===== src/rtl/wpc_pkg.sv =====
// wpc_pkg: types, constants and tag lookup for the wav pcm header checker
// no dependencies; imported by wpc_regs, wpc_capture, wpc_judge, wpc_checker and the core

package wpc_pkg;

  // header geometry
  localparam int unsigned HdrLen = 40;
  localparam int unsigned PosW   = 6;

  // configuration port
  localparam int unsigned PaddrW       = 3;
  localparam int unsigned PdataW       = 32;
  localparam logic [31:0] MinRateReset = 32'd8000;
  localparam logic [31:0] MaxRateReset = 32'd48000;

  typedef enum logic [0:0] {
    REG_MIN_RATE = 1'b0,
    REG_MAX_RATE = 1'b1
  } reg_idx_e;

  // checks in priority order, first failing one is reported
  typedef enum logic [3:0] {
    ERR_OK       = 4'd0,
    ERR_RIFF     = 4'd1,
    ERR_WAVE     = 4'd2,
    ERR_FMT      = 4'd3,
    ERR_DATA     = 4'd4,
    ERR_FMT_SIZE = 4'd5,
    ERR_FORMAT   = 4'd6,
    ERR_BITS     = 4'd7,
    ERR_CHANNELS = 4'd8,
    ERR_RATE     = 4'd9,
    ERR_ALIGN    = 4'd10
  } err_code_e;

  localparam logic [31:0] FmtSizePcm   = 32'd16;
  localparam logic [15:0] FormatPcm    = 16'd1;
  localparam logic [15:0] BitsPcm16    = 16'd16;

  // tag flag bits
  localparam int unsigned TagRiff = 0;
  localparam int unsigned TagWave = 1;
  localparam int unsigned TagFmt  = 2;
  localparam int unsigned TagData = 3;

  // captured header fields as seen by the judge
  typedef struct packed {
    logic [3:0]  tag_mismatch;
    logic [31:0] fmt_size;
    logic [15:0] format;
    logic [15:0] channels;
    logic [31:0] rate;
    logic [15:0] align;
    logic [15:0] bits;
  } hdr_fields_t;

  // capture stage to judge stage
  typedef struct packed {
    logic        done;   // last header byte leaves the capture stage
    logic        hold;   // result register cannot take a new result
  } stage_ctl_t;

  // tag byte expected at a header position, sel is zero outside the tags
  typedef struct packed {
    logic [3:0] sel;
    logic [7:0] exp_byte;
  } tag_chk_t;

  function automatic tag_chk_t tag_lookup(logic [PosW-1:0] pos);
    tag_chk_t t;
    t = '0;
    case (pos)
      6'd0:  begin t.sel = 4'b0001; t.exp_byte = 8'h52; end
      6'd1:  begin t.sel = 4'b0001; t.exp_byte = 8'h49; end
      6'd2:  begin t.sel = 4'b0001; t.exp_byte = 8'h46; end
      6'd3:  begin t.sel = 4'b0001; t.exp_byte = 8'h46; end
      6'd8:  begin t.sel = 4'b0010; t.exp_byte = 8'h57; end
      6'd9:  begin t.sel = 4'b0010; t.exp_byte = 8'h41; end
      6'd10: begin t.sel = 4'b0010; t.exp_byte = 8'h56; end
      6'd11: begin t.sel = 4'b0010; t.exp_byte = 8'h45; end
      6'd12: begin t.sel = 4'b0100; t.exp_byte = 8'h66; end
      6'd13: begin t.sel = 4'b0100; t.exp_byte = 8'h6D; end
      6'd14: begin t.sel = 4'b0100; t.exp_byte = 8'h74; end
      6'd15: begin t.sel = 4'b0100; t.exp_byte = 8'h20; end
      6'd36: begin t.sel = 4'b1000; t.exp_byte = 8'h64; end
      6'd37: begin t.sel = 4'b1000; t.exp_byte = 8'h61; end
      6'd38: begin t.sel = 4'b1000; t.exp_byte = 8'h74; end
      6'd39: begin t.sel = 4'b1000; t.exp_byte = 8'h61; end
      default: t = '0;
    endcase
    return t;
  endfunction

endpackage


===== src/rtl/wpc_in_if.sv =====
// wpc_in_if: valid/ready channel carrying one header byte request
// no dependencies

interface wpc_in_if;
  logic       valid;
  logic       ready;
  logic [7:0] header_byte;
  logic       first_byte;

  modport source (output valid, output header_byte, output first_byte, input ready);
  modport sink (input valid, input header_byte, input first_byte, output ready);
endinterface


===== src/rtl/wpc_out_if.sv =====
// wpc_out_if: valid/ready channel carrying one header check result request
// no dependencies

interface wpc_out_if;
  logic        valid;
  logic        ready;
  logic        header_valid;
  logic [3:0]  error_code;
  logic [7:0]  channel_count;
  logic [31:0] rate_hz;

  modport source (output valid, output header_valid, output error_code,
                  output channel_count, output rate_hz, input ready);
  modport sink (input valid, input header_valid, input error_code,
                input channel_count, input rate_hz, output ready);
endinterface


===== src/rtl/wpc_regs.sv =====
// wpc_regs: apb-style configuration registers for the sample rate limits
// depends on wpc_pkg

module wpc_regs import wpc_pkg::*; (
  input  logic              clk_i,
  input  logic              rst_ni,
  input  logic              psel,
  input  logic              penable,
  input  logic              pwrite,
  input  logic [PaddrW-1:0] paddr,
  input  logic [PdataW-1:0] pwdata,
  output logic [PdataW-1:0] prdata,
  output logic              pready,
  output logic [31:0]       min_rate_o,
  output logic [31:0]       max_rate_o
);

  logic [31:0] min_rate_q, min_rate_d;
  logic [31:0] max_rate_q, max_rate_d;
  logic        wr_en;
  reg_idx_e    reg_idx;

  assign pready  = 1'b1;
  assign wr_en   = psel & penable & pwrite;
  assign reg_idx = reg_idx_e'(paddr[2]);

  // write decode
  always_comb begin
    min_rate_d = min_rate_q;
    max_rate_d = max_rate_q;
    if (wr_en) begin
      case (reg_idx)
        REG_MIN_RATE: min_rate_d = pwdata;
        REG_MAX_RATE: max_rate_d = pwdata;
        default: ;
      endcase
    end
  end

  always_ff @(posedge clk_i or negedge rst_ni) begin
    if (!rst_ni) begin
      min_rate_q <= MinRateReset;
      max_rate_q <= MaxRateReset;
    end else begin
      min_rate_q <= min_rate_d;
      max_rate_q <= max_rate_d;
    end
  end

  // read mux
  always_comb begin
    case (reg_idx)
      REG_MIN_RATE: prdata = min_rate_q;
      REG_MAX_RATE: prdata = max_rate_q;
      default:      prdata = '0;
    endcase
  end

  assign min_rate_o = min_rate_q;
  assign max_rate_o = max_rate_q;

endmodule


===== src/rtl/wpc_capture.sv =====
// wpc_capture: input register, byte position counter, tag compare and field capture
// depends on wpc_pkg and wpc_in_if

module wpc_capture import wpc_pkg::*; (
  input  logic        clk_i,
  input  logic        rst_ni,
  wpc_in_if.sink      in_if,
  input  stage_ctl_t  ctl_i,
  output logic        done_o,
  output logic        last_pending_o,
  output hdr_fields_t fields_o
);

  localparam logic [PosW-1:0] LastPos = PosW'(HdrLen - 1);

  logic [PosW-1:0] pos_q, pos_d;
  logic [PosW-1:0] take_pos;
  logic            s1_valid_q, s1_valid_d;
  logic [PosW-1:0] s1_pos_q;
  logic [7:0]      s1_byte_q;
  logic            in_fire;
  logic            s1_fire;
  tag_chk_t        tag_chk;
  logic [3:0]      tag_next;
  logic [3:0]      tag_q;
  logic [31:0]     fmt_size_q;
  logic [15:0]     format_q;
  logic [15:0]     channels_q;
  logic [31:0]     rate_q;
  logic [15:0]     align_q;
  logic [15:0]     bits_q;

  // handshake: the stage moves unless the result register is blocked
  assign s1_fire     = s1_valid_q & ~ctl_i.hold;
  assign in_if.ready = ~s1_valid_q | ~ctl_i.hold;
  assign in_fire     = in_if.valid & in_if.ready;

  // position of the accepted byte, restart mark forces zero
  assign take_pos = in_if.first_byte ? '0 : pos_q;

  always_comb begin
    pos_d      = pos_q;
    s1_valid_d = s1_valid_q;
    if (s1_fire) s1_valid_d = 1'b0;
    if (in_fire) begin
      pos_d      = (take_pos == LastPos) ? '0 : take_pos + 1'b1;
      s1_valid_d = 1'b1;
    end
  end

  always_ff @(posedge clk_i or negedge rst_ni) begin
    if (!rst_ni) begin
      pos_q      <= '0;
      s1_valid_q <= 1'b0;
    end else begin
      pos_q      <= pos_d;
      s1_valid_q <= s1_valid_d;
    end
  end

  // input register payload
  always_ff @(posedge clk_i) begin
    if (in_fire) begin
      s1_pos_q  <= take_pos;
      s1_byte_q <= in_if.header_byte;
    end
  end

  // tag flags, cleared by byte zero
  assign tag_chk  = tag_lookup(s1_pos_q);
  assign tag_next = ((s1_pos_q == '0) ? 4'b0000 : tag_q)
                  | (tag_chk.sel & {4{s1_byte_q != tag_chk.exp_byte}});

  // little-endian field capture
  always_ff @(posedge clk_i) begin
    if (s1_fire) begin
      tag_q <= tag_next;
      if (s1_pos_q >= 6'd16 && s1_pos_q < 6'd20) fmt_size_q[s1_pos_q[1:0]*8 +: 8] <= s1_byte_q;
      if (s1_pos_q >= 6'd20 && s1_pos_q < 6'd22) format_q[s1_pos_q[0]*8 +: 8] <= s1_byte_q;
      if (s1_pos_q >= 6'd22 && s1_pos_q < 6'd24) channels_q[s1_pos_q[0]*8 +: 8] <= s1_byte_q;
      if (s1_pos_q >= 6'd24 && s1_pos_q < 6'd28) rate_q[s1_pos_q[1:0]*8 +: 8] <= s1_byte_q;
      if (s1_pos_q >= 6'd32 && s1_pos_q < 6'd34) align_q[s1_pos_q[0]*8 +: 8] <= s1_byte_q;
      if (s1_pos_q >= 6'd34 && s1_pos_q < 6'd36) bits_q[s1_pos_q[0]*8 +: 8] <= s1_byte_q;
    end
  end

  // the last byte is a tag byte, all numeric fields are already held
  assign done_o         = s1_fire & (s1_pos_q == LastPos);
  assign last_pending_o = s1_valid_q & (s1_pos_q == LastPos);

  assign fields_o.tag_mismatch = tag_next;
  assign fields_o.fmt_size     = fmt_size_q;
  assign fields_o.format       = format_q;
  assign fields_o.channels     = channels_q;
  assign fields_o.rate         = rate_q;
  assign fields_o.align        = align_q;
  assign fields_o.bits         = bits_q;

endmodule


===== src/rtl/wpc_judge.sv =====
// wpc_judge: header checks in priority order and the result register
// depends on wpc_pkg and wpc_out_if

module wpc_judge import wpc_pkg::*; (
  input  logic        clk_i,
  input  logic        rst_ni,
  input  logic        done_i,
  input  logic        last_pending_i,
  input  hdr_fields_t fields_i,
  input  logic [31:0] min_rate_i,
  input  logic [31:0] max_rate_i,
  output stage_ctl_t  ctl_o,
  wpc_out_if.source   out_if
);

  logic        out_valid_q, out_valid_d;
  logic        valid_q;
  err_code_e   code_q, code;
  logic [7:0]  chan_q, ch;
  logic [31:0] rate_q;
  logic [8:0]  align_exp;

  assign ch        = fields_i.channels[7:0];
  assign align_exp = {ch, 1'b0};

  // first failing check wins
  always_comb begin
    if (fields_i.tag_mismatch[TagRiff])                  code = ERR_RIFF;
    else if (fields_i.tag_mismatch[TagWave])             code = ERR_WAVE;
    else if (fields_i.tag_mismatch[TagFmt])              code = ERR_FMT;
    else if (fields_i.tag_mismatch[TagData])             code = ERR_DATA;
    else if (fields_i.fmt_size != FmtSizePcm)            code = ERR_FMT_SIZE;
    else if (fields_i.format != FormatPcm)               code = ERR_FORMAT;
    else if (fields_i.bits != BitsPcm16)                 code = ERR_BITS;
    else if (ch < 8'd1 || ch > 8'd2)                     code = ERR_CHANNELS;
    else if (fields_i.rate < min_rate_i || fields_i.rate > max_rate_i)
                                                         code = ERR_RATE;
    else if (fields_i.align != {7'd0, align_exp})        code = ERR_ALIGN;
    else                                                 code = ERR_OK;
  end

  // stall the capture stage only when a second result would overrun
  assign ctl_o.hold = last_pending_i & out_valid_q & ~out_if.ready;
  assign ctl_o.done = done_i;

  always_comb begin
    out_valid_d = out_valid_q;
    if (out_if.ready) out_valid_d = 1'b0;
    if (done_i)       out_valid_d = 1'b1;
  end

  always_ff @(posedge clk_i or negedge rst_ni) begin
    if (!rst_ni) begin
      out_valid_q <= 1'b0;
    end else begin
      out_valid_q <= out_valid_d;
    end
  end

  // result payload
  always_ff @(posedge clk_i) begin
    if (done_i) begin
      valid_q <= (code == ERR_OK);
      code_q  <= code;
      chan_q  <= ch;
      rate_q  <= fields_i.rate;
    end
  end

  assign out_if.valid         = out_valid_q;
  assign out_if.header_valid  = valid_q;
  assign out_if.error_code    = code_q;
  assign out_if.channel_count = chan_q;
  assign out_if.rate_hz       = rate_q;

endmodule


===== src/rtl/wav_pcm_header_checker_core.sv =====
// wav_pcm_header_checker_core: one header byte request per cycle unless stalled, one result per 40 bytes
// byte 39 passes the input register, then its result is written to the result register
// throughput: one byte per cycle; the only stall is byte 39 while the last result still waits
// reset: asynchronous active low, clears byte position, valid flags and sets rate limits
// depends on wpc_pkg, wpc_in_if, wpc_out_if, wpc_regs, wpc_capture, wpc_judge

module wav_pcm_header_checker_core import wpc_pkg::*; (
  input  logic              clk_i,
  input  logic              rst_ni,
  wpc_in_if.sink            in_if,
  wpc_out_if.source         out_if,
  input  logic              psel,
  input  logic              penable,
  input  logic              pwrite,
  input  logic [PaddrW-1:0] paddr,
  input  logic [PdataW-1:0] pwdata,
  output logic [PdataW-1:0] prdata,
  output logic              pready
);

  logic [31:0] min_rate;
  logic [31:0] max_rate;
  logic        done;
  logic        last_pending;
  hdr_fields_t fields;
  stage_ctl_t  ctl;

  // configuration registers
  wpc_regs u_regs (
    .clk_i      (clk_i),
    .rst_ni     (rst_ni),
    .psel       (psel),
    .penable    (penable),
    .pwrite     (pwrite),
    .paddr      (paddr),
    .pwdata     (pwdata),
    .prdata     (prdata),
    .pready     (pready),
    .min_rate_o (min_rate),
    .max_rate_o (max_rate)
  );

  // byte intake and field capture, flags the last header byte waiting in its register
  wpc_capture u_capture (
    .clk_i          (clk_i),
    .rst_ni         (rst_ni),
    .in_if          (in_if),
    .ctl_i          (ctl),
    .done_o         (done),
    .last_pending_o (last_pending),
    .fields_o       (fields)
  );

  // checks and result register
  wpc_judge u_judge (
    .clk_i          (clk_i),
    .rst_ni         (rst_ni),
    .done_i         (done),
    .last_pending_i (last_pending),
    .fields_i       (fields),
    .min_rate_i     (min_rate),
    .max_rate_i     (max_rate),
    .ctl_o          (ctl),
    .out_if         (out_if)
  );

endmodule


===== src/flat_wrapper.sv =====
// flat-port wrapper written by rule: the top's interface ports become plain ports
module wav_pcm_header_checker_core_flat import wpc_pkg::*;
  (clk_i, rst_ni, psel, penable, pwrite, paddr, pwdata, prdata, pready, in_if_valid, in_if_header_byte, in_if_first_byte, in_if_ready, out_if_valid, out_if_header_valid, out_if_error_code, out_if_channel_count, out_if_rate_hz, out_if_ready);
  wpc_in_if in_if_i ();
  wpc_out_if out_if_i ();
  input  logic clk_i;
  input  logic rst_ni;
  input  logic psel;
  input  logic penable;
  input  logic pwrite;
  input  logic [PaddrW-1:0] paddr;
  input  logic [PdataW-1:0] pwdata;
  output logic [PdataW-1:0] prdata;
  output logic pready;
  input wire logic [$bits(in_if_i.valid)-1:0] in_if_valid;
  input wire logic [$bits(in_if_i.header_byte)-1:0] in_if_header_byte;
  input wire logic [$bits(in_if_i.first_byte)-1:0] in_if_first_byte;
  output wire logic [$bits(in_if_i.ready)-1:0] in_if_ready;
  output wire logic [$bits(out_if_i.valid)-1:0] out_if_valid;
  output wire logic [$bits(out_if_i.header_valid)-1:0] out_if_header_valid;
  output wire logic [$bits(out_if_i.error_code)-1:0] out_if_error_code;
  output wire logic [$bits(out_if_i.channel_count)-1:0] out_if_channel_count;
  output wire logic [$bits(out_if_i.rate_hz)-1:0] out_if_rate_hz;
  input wire logic [$bits(out_if_i.ready)-1:0] out_if_ready;
  assign in_if_i.valid = in_if_valid;
  assign in_if_i.header_byte = in_if_header_byte;
  assign in_if_i.first_byte = in_if_first_byte;
  assign in_if_ready = in_if_i.ready;
  assign out_if_valid = out_if_i.valid;
  assign out_if_header_valid = out_if_i.header_valid;
  assign out_if_error_code = out_if_i.error_code;
  assign out_if_channel_count = out_if_i.channel_count;
  assign out_if_rate_hz = out_if_i.rate_hz;
  assign out_if_i.ready = out_if_ready;
  wav_pcm_header_checker_core u_core (.clk_i(clk_i), .rst_ni(rst_ni), .in_if(in_if_i), .out_if(out_if_i), .psel(psel), .penable(penable), .pwrite(pwrite), .paddr(paddr), .pwdata(pwdata), .prdata(prdata), .pready(pready));
endmodule

===== config.mk =====
export PLATFORM = sky130hd
export DESIGN_NAME = wav_pcm_header_checker_core_flat
export DESIGN_NICKNAME = d
export VERILOG_FILES = /design/src/rtl/wpc_pkg.sv /design/src/rtl/wpc_in_if.sv /design/src/rtl/wpc_out_if.sv /design/src/rtl/wpc_regs.sv /design/src/rtl/wpc_capture.sv /design/src/rtl/wpc_judge.sv /design/src/rtl/wav_pcm_header_checker_core.sv /design/src/flat_wrapper.sv
export SDC_FILE = /design/constraint.sdc
export NUM_CORES = 1
export LEC_CHECK = 0
export BUFFER_PORTS_ARGS = -buffer_cell sky130_fd_sc_hd__buf_2
export CAP_MARGIN = 30
export CORE_MARGIN = 1.5
export CORE_UTILIZATION = 50
export CTS_CLUSTER_SIZE = 16
export DETAILED_ROUTE_END_ITERATION = 6
export MAX_ROUTING_LAYER = met4
export PLACE_DENSITY = 0.77
export SLEW_MARGIN = 10
export SYNTH_ARGS = -nofsm -noshare
export SYNTH_HDL_FRONTEND = slang
export SYNTH_HIERARCHICAL = 1
export SYNTH_SLANG_ARGS = --single-unit

===== constraint.sdc =====
create_clock -name clk_i -period 6.25 [get_ports clk_i]
set_input_delay 0.9375 -clock clk_i [delete_from_list [all_inputs] [get_ports clk_i]]
set_output_delay 0.9375 -clock clk_i [all_outputs]
set_load 0.005 [all_outputs]

==> results.cfg, run 1 <==
[run_status]
status = completed

[power_and_ir_drop]
p_leak_nw = 5.869
power_mw = 4.508
p_per_area_nw_per_um2 = 319.9
internal_power_mw = 3.397
ir_drop_v = 0.0002140
combPwrFrac = 0.150
p_sw_frac = 0.2465
p_clk_frac = 0.375
power.net_switching_mw = 1.111
power_frac_seq = 0.475

[route]
drc_errors = 0
drt_iter0_markers = 539
wl_per_cell_um = 18.65
antenna_left = 0
vias = 7555
first_pass_iters = 5
wl_um = 25780
viasPerCell = 5.467

[sta]
relSlewSlack = 0.4073
fmax_mhz = 287.2
setup_violations = 0
finalHoldViolCount = 0
clock_skew_ns = 0.01346
rsz0062_at_grt = no
period_share = 0.5571
tns_ns = 0
tightest_slew_ns = 0.8891
slew_viol_final = 0
post-route-min-period_ns = 3.482

[setup_path]
r2r-start = u_core/u_capture/s1_pos_q[3]
critPathMaxFanout = 15
cp-start-kind = register
worstPathArrival_ns = 3.64
cp-startpoint = u_core/u_capture/s1_pos_q[3]
worstSetupPathType = reg2reg
worstSetupEndpointType = register
critPathRequiredTime_ns = 6.40

[clock_tree]
cts_root_buf = clkbuf_16
cts-buffers-inserted = 26
ctsHoldBuffers = 0
clk_pin_slew_worst_paths_ns = 0.06
cts_tree = yes
clk_latency_ns = 0.53
ctsLongestPathBuffers = 3
post_cts_buffers = 0
cts_sinks = 266
cts-resized-gates = 0
htreeDepth = 1

[finish]
seqCellArea_um2 = 7533
multi_input_area_um2 = 4198
nNetsFinal = 1158
n_fill_cell = 1866
antenna_cells = 0
drive_gt1_frac = 0.2817
syn2layout_area_growth_pct = 15.22

[job]
cap_violations = 0

[grt]
antenna_found_initial = 0
grt_pass1_vias = 7422
grt_first_pass_wirelength_um = 40170
grtUsageTotal = 0.2070
grt_max_degree = 61
grt_overflow = 0

[die]
initial_core_util = 0.5059
die_x_um = 159.4
die_area_um2 = 25410
std_cell_rows = 57
ios = 131
dieHeight_um = 159.4
core_um2 = 24180

[logic_synthesis]
syn_avg_cell_area_um2 = 13.47
syn_nets = 1027
synth_cells = 908
yosysWarnings = 6
syn_area_um2 = 12230

[place]
numPortBuffers = 127
gp_congestion = 0.8766
hpwl_um = 18200

[worst_hold_path]
hp-class = in2async
[layer usage]
metal / GRT usage / routed length, um
met5: - / 0
met4: 0.05317 / 644
met3: 0.03412 / 1755
met2: 0.3202 / 11900
met1: 0.2864 / 11480
[state kept, by name, indices dropped and copies added (netlist names)]
signal	flops
u_core/u_capture/s1_pos_q	6
u_core/u_judge/out_if.valid	1
u_core/u_capture/tag_chk	11
u_core/u_regs/max_rate_o	32
u_core/u_capture/bits_q	16
u_core/u_capture/rate_q	32
u_core/u_judge/out_if.error_code	4
u_core/u_capture/tag_q	4
u_core/u_capture/s1_byte_q	8
u_core/u_regs/min_rate_o	32
u_core/u_capture/align_q	16
u_core/u_capture/pos_q	6
u_core/u_capture/s1_valid_q	1
u_core/u_capture/fmt_size_q	32
u_core/u_judge/out_if.header_valid	1
u_core/u_capture/channels_q	8
u_core/u_judge/out_if.channel_count	8
u_core/u_capture/format_q	16
u_core/u_judge/out_if.rate_hz	32
[cell type report]
type / instances / area share
clock inverters: 19 / 0.01785
inverters: 89 / 0.02388
well taps: 324 / 0.02877
repair buffers: 132 / 0.04883
multi-input cells: 524 / 0.2979
flip-flops and latches: 266 / 0.5346
clock buffers: 28 / 0.04821
[path summary, 6_finish.rpt]
| path | to | slack (ns) | depth (start not counted) |
|---|---|---|---|
| min | u_core/u_capture/pos_q[5] | 0.27 | 1 |
| min in group clk_i | u_core/u_judge/out_if.rate_hz[0] | 0.51 | 0 |
| max | u_core/u_capture/channels_q[3] | 2.77 | 7 |
| max reg2reg | u_core/u_capture/channels_q[3] | 2.77 | 7 |
| max in group asynchronous | u_core/u_regs/min_rate_o[22] | 4.92 | 2 |
| min reg2reg | u_core/u_judge/out_if.rate_hz[0] | 0.51 | 0 |
[power groups by stage]
stage,Clock (mW),Sequential [mW],Combinational (mW)
5_1_grt,1.78,2.16,0.750
3_5_place_dp,0,2.18,0.666
6_report,1.69,2.14,0.677
2_1_floorplan,0,2.13,0.494
3_3_place_gp,0,2.17,0.645
4_1_cts,1.71,2.14,0.677
[cells in the final DEF, fill, tap and decap left out, types with 8 or more instances in the layout]
cell	count
edfxtp_1	183
buf_2	126
nor3_1	14
o21ai_0	17
nand3_1	11
nand2_1	48
mux2_4	30
nor2b_1	10
a21oi_1	30
dfstp_2	13
dfrtp_1	59
inv_1	87
and2_1	8
dfxtp_1	11
mux2_2	67
xor2_1	12
nor2_1	61
nand4_1	17
xnor2_1	8
nand2b_1	9
nor4_1	22
ha_1	68
clkbuf_16	27
[worst max-delay path, stage by stage (launching register included)]
cell,delay [ns]
edfxtp_1,0.68
and4bb_2,0.33
and3_1,0.20
and3_1,0.23
and2b_1,0.39
nand3b_1,0.18
or3b_1,0.46
nor2_1,0.62
[stage by stage]
stage	instance area [um^2]	utilization	worst slack [ns]	hold WS, ns	cells
finish	14090	0.5829	2.768	0.2726	1382
global route	14090	0.5829	2.572	0.2735	1382
CTS	14070	0.5821	2.804	0.2608	1381
detailed placement	13140	0.5435	2.811	0.4873	1334
global placement	13140	0.5435	2.907	0.4796	1334
floorplan	12230	-	2.553	0.4406	908
(Power assumes the default switching activity.)
==> run 2: changes to the inputs <==
==> constraint.sdc (replaced) <==
create_clock -name clk_i -period 3.3 [get_ports clk_i]
set_input_delay 0.495 -clock clk_i [delete_from_list [all_inputs] [get_ports clk_i]]
set_output_delay 0.495 -clock clk_i [all_outputs]
set_load 0.005 [all_outputs]
==> run 2 against run 1 <==
Sequential power grew 89%; fmax rose by 20%; sequential share of layout area is 0.18 points lower; global-route usage grew 0.22 points; utilization grew 0.20 points; setup slack worse by 2.4 ns; design area is 0.35% higher; sequential cell count did not move; worst hold slack worse by 0.27 ns; clock skew rose by 0.00053 ns; critical path type unchanged; highest routed layer unchanged.
==> results.cfg, run 2 (synthesis gave the netlist of run 1 again) <==
[sta]
setup_violations = 0
tightest_slew_ns = 0.6826
whs_ns = 0.004614
slew_viol_final = 0
period_share = 0.8823
tns_ns = 0
fmax_mhz = 343.4
post-route-min-period_ns = 2.912
finalHoldViolCount = 0
rsz0062_at_grt = no
relSlewSlack = 0.5449
clock_skew_ns = 0.01398

[clock_tree]
cts_tree = yes
clk_pin_slew_worst_paths_ns = 0.06
htreeDepth = 1
ctsLongestPathBuffers = 3
ctsHoldBuffers = 0
post_cts_buffers = 0
clk_latency_ns = 0.53
cts-resized-gates = 0
cts_root_buf = clkbuf_16
cts-buffers-inserted = 26
cts_sinks = 266

[power_and_ir_drop]
ir_drop_v = 0.0003499
power_mw = 8.302
p_per_area_nw_per_um2 = 587.1
p_leak_nw = 5.918

[place]
gp_congestion = 0.8847
hpwl_um = 18620
numPortBuffers = 127
post_dp_cell_area_um2 = 13290

[grt]
met1_usage = 0.2871
grt_overflow = 0
grtUsageTotal = 0.2092
grt_max_degree = 47
antenna_found_initial = 0
grt_pass1_vias = 7581
gr-usage-met3 = 0.03256
busiest_layer = met2
use_met2 = 0.3206
grt_first_pass_wirelength_um = 40760

[setup_path]
reg2reg_to = u_core/u_judge/out_if.error_code[1]
worstPathArrival_ns = 3.30
rr_worst_depth = 9
critPathMaxFanout = 3
critPathRequiredTime_ns = 3.69
r2r-start = u_core/u_regs/min_rate_o[11]
path_cells = inv_1, ha_1, and4_1, nand2_1, or4_1, nand4_1, a31oi_1, or4_1, a21oi_1
cp-start-kind = register
cpMostUsedCell = or4_1
slowest_stage = or4_1
worstSetupEndpointType = register
max_stage_delay_ns = 0.60
r2r_setup_slack_ns = 0.39
worstSetupPathType = reg2reg

[finish]
n_fill_cell = 1911
seqCellArea_um2 = 7533
drive_gt1_frac = 0.2881
nNetsFinal = 1175
stdcell_area_um2 = 14140
layout_commonest_cell = edfxtp_1
mostFrequentLayoutCells = edfxtp_1 (183), buf_2 (126), inv_1 (87)
antenna_cells = 0
syn2layout_area_growth_pct = 15.62
multi_input_area_um2 = 4198
utilization = 0.5849

[die]
initial_core_util = 0.5059
ios = 131
dieHeight_um = 159.4
core_um2 = 24180
std_cell_rows = 57
die_area_um2 = 25410
die_x_um = 159.4

[route]
wl_per_cell_um = 18.58
drc_errors = 0
viasPerCell = 5.497
first_pass_iters = 5
vias = 7696
antenna_left = 0
drt_iter0_markers = 665
wl_um = 26010

[job]
cap_violations = 0

[run_status]
status = completed

[worst_hold_path]
hp-class = in2async
run 2: per-stage QoR:
stage,instances,setup slack (ns)
4_1_cts,1400,0.4229
6_report,1400,0.3883
5_1_grt,1400,0.2232
3_5_place_dp,1352,0.4478
2_1_floorplan,908,0.5917
3_3_place_gp,1352,0.4867
run 2: worst max path at each step:
stage / start / to / slack, ns / depth (start not counted)
after floorplan: u_core/u_capture/s1_pos_q[5] / u_core/u_judge/out_if.channel_count[0] / 0.59 / 4
after global placement: u_core/u_capture/s1_pos_q[5] / u_core/u_capture/rate_q[3] / 0.49 / 8
after detailed placement: u_core/u_capture/s1_pos_q[5] / u_core/u_capture/rate_q[3] / 0.45 / 8
after CTS: u_core/u_regs/min_rate_o[11] / u_core/u_judge/out_if.error_code[1] / 0.42 / 9
after global routing: u_core/u_regs/min_rate_o[11] / u_core/u_judge/out_if.error_code[1] / 0.22 / 9
final: u_core/u_regs/min_rate_o[11] / u_core/u_judge/out_if.error_code[1] / 0.39 / 9
run 2: critical path: cells and delay by family (launching register included):
family | cells | cell delay, ns
AOI/OAI and AO/OA | 2 | 0.38
DFF | 1 | 0.54
adders and majority gates | 1 | 0.30
and+or+nand+nor | 5 | 1.51
buffers and inverters | 1 | 0.04
run 2: area by class of cell:
type                       instances  share of cell area
inverter                          89             0.02380
multi-input combinational        524              0.2968
clock buffer                      33             0.04937
tap                              324             0.02867
timing repair buffer             149             0.05769
sequential                       266              0.5327
clock inverter                    15             0.01088
run 2: power by group:
group	internal (mW)	switching [mW]	total [mW]
combinational	0.646	0.662	1.31
sequential	3.84	0.199	4.04
clock	1.73	1.22	2.95
run 2: layer usage:
metal	wire [um]	part of all wire
met1	11560	0.44
met2	11970	0.46
met3	1665	0.064
met4	811	0.031
met5	0	0
==> run 3: changes to the inputs <==
--- a/config.mk
+++ b/config.mk
@@ -7,7 +7,7 @@
 export LEC_CHECK = 0
 export BUFFER_PORTS_ARGS = -buffer_cell sky130_fd_sc_hd__buf_2
 export CAP_MARGIN = 30
-export CORE_MARGIN = 1.5
+export CORE_MARGIN = 10
 export CORE_UTILIZATION = 50
 export CTS_CLUSTER_SIZE = 16
 export DETAILED_ROUTE_END_ITERATION = 6
==> run 3 against run 2 <==
Die area increased by 22%; first-iteration DRC count down 0.15%; clock power down 2%; global-route usage decreased by 3.0 points; highest routed layer unchanged; wire length rose by 5.9%; utilization is 0.12 points higher; critical path type unchanged; sequential share of layout area shrank 0.11 points.
==> results.cfg, run 3 (synthesis gave the netlist of run 1 again) <==
[die]
ios = 131
initial_core_util = 0.5059
die_area_um2 = 31120
die_x_um = 176.4
dieHeight_um = 176.4
core_um2 = 24180
std_cell_rows = 57

[setup_path]
worst-path-stages = 8
rr_worst_depth = 8
worstPathArrival_ns = 3.28
r2r-start = u_core/u_capture/rate_q[30]
cp-start-kind = register
reg2reg_to = u_core/u_judge/out_if.error_code[1]
critPathMaxFanout = 4
critPathRequiredTime_ns = 3.69
worstSetupPathType = reg2reg
max_stage_delay_ns = 0.61
slowest_stage = nor4_1
r2r_setup_slack_ns = 0.41
worstSetupEndpointType = register
cp_top_family = simple AND/OR/NAND/NOR gates
cp_num_buf_inv = 0
worstSetupEndpoint = u_core/u_judge/out_if.error_code[1]
path_cells = ha_1, nand4_1, nor4_1, nand2_1, o21ai_0, o21ai_1, or4_1, a21oi_1
cp-startpoint = u_core/u_capture/rate_q[30]

[place]
gp_congestion = 0.8998
post_dp_cell_area_um2 = 13320
numPortBuffers = 127
hpwl_um = 19950

[route]
first_pass_iters = 6
wl_um = 27540
drt_iter0_markers = 664
wl_per_cell_um = 19.59
antenna_left = 0
drc_errors = 0
vias = 7757
viasPerCell = 5.517

[sta]
whs_ns = 0.1360
tns_ns = 0
clock_skew_ns = 0.008900
setup_violations = 0
period_share = 0.8770
finalHoldViolCount = 0
post-route-min-period_ns = 2.894
fmax_mhz = 345.5
tightest_slew_ns = 0.6577
relSlewSlack = 0.5616
slew_viol_final = 0
rsz0062_at_grt = no

[clock_tree]
htreeDepth = 1
clk_pin_slew_worst_paths_ns = 0.06
cts_root_buf = clkbuf_16
ctsHoldBuffers = 1
clk_latency_ns = 0.54
cts_sinks = 266
cts_tree = yes
post_cts_buffers = 0
cts-buffers-inserted = 27
ctsLongestPathBuffers = 3
cts-resized-gates = 0

[power_and_ir_drop]
ir_drop_v = 0.0004101
p_per_area_nw_per_um2 = 583.2
p_leak_nw = 5.928

[grt]
grt_overflow = 0
grt_max_degree = 44
grt_first_pass_wirelength_um = 43480
grt_pass1_vias = 8107
grtUsageTotal = 0.1790
antenna_found_initial = 1

[finish]
drive_gt1_frac = 0.2886
stdcell_area_um2 = 14170
n_fill_cell = 1923
layout_commonest_cell = edfxtp_1
syn2layout_area_growth_pct = 15.87
nNetsFinal = 1180
mostFrequentLayoutCells = edfxtp_1 (183), buf_2 (126), inv_1 (87)

[worst_hold_path]
hp-class = in2reg
hold_depth = 1

[job]
cap_violations = 0

[run_status]
status = completed
[run 3: cell count changes in the layout (fill, tap and decap cells not counted), sizes merged]
cell	before	now
bufinv	3	2
diode	0	1
clkinvlp	1	2
dlygate4sd3	0	1
clkbuf	33	35
buf	149	152
clkinv	10	9
[run 3: final cells by class]
cell class | instances | area (um^2) | share of cell area
clock buffer | 35 | 715.7 | 0.05050
inverter | 89 | 336.6 | 0.02375
timing repair buffer | 153 | 860.8 | 0.06075
multi-input combinational | 524 | 4198 | 0.2962
clock inverter | 14 | 118.9 | 0.008388
sequential | 266 | 7533 | 0.5316
antenna | 1 | 2.502 | 0.0001766
tap | 324 | 405.4 | 0.02861
[run 3: worst min-delay path by stage]
stage | to | start | slack, ns
after floorplan | u_core/u_capture/pos_q[0] | rst_ni | 0.20
after global placement | u_core/u_judge/out_if.channel_count[7] | u_core/u_capture/channels_q[7] | 0.48
after detailed placement | u_core/u_judge/out_if.valid | u_core/u_judge/out_if.valid | 0.49
after CTS | u_core/u_capture/s1_byte_q[7] | in_if_header_byte[7] | 0.13
after global routing | u_core/u_capture/s1_byte_q[4] | in_if_header_byte[4] | 0.13
final | u_core/u_capture/s1_byte_q[7] | in_if_header_byte[7] | 0.14
[run 3: metrics by stage]
stage               setup WS, ns  power [mW]  std cells    util
floorplan                 0.5917       4.963        908       -
global placement          0.4903       5.355       1355  0.5511
detailed placement        0.4868       5.418       1355  0.5511
CTS                       0.4568       8.311       1405  0.5860
global route              0.2885       8.644       1406  0.5861
finish                    0.4058       8.264       1406  0.5861
[run 3: power by group]
group | total (mW) | internal, mW | switching (mW)
clock | 2.90 | 1.68 | 1.22
combinational | 1.32 | 0.647 | 0.670
sequential | 4.04 | 3.84 | 0.200
total | 8.26 | 6.17 | 2.09
[run 3: per-layer routing]
metal / track usage / up-vias / part of all wire
met5: - / - / 0
met4: 0.04904 / 0 / 0.024
met3: 0.03268 / 52 / 0.057
met2: 0.2867 / 256 / 0.48
met1: 0.2305 / 3834 / 0.44
li1: - / 3615 / -
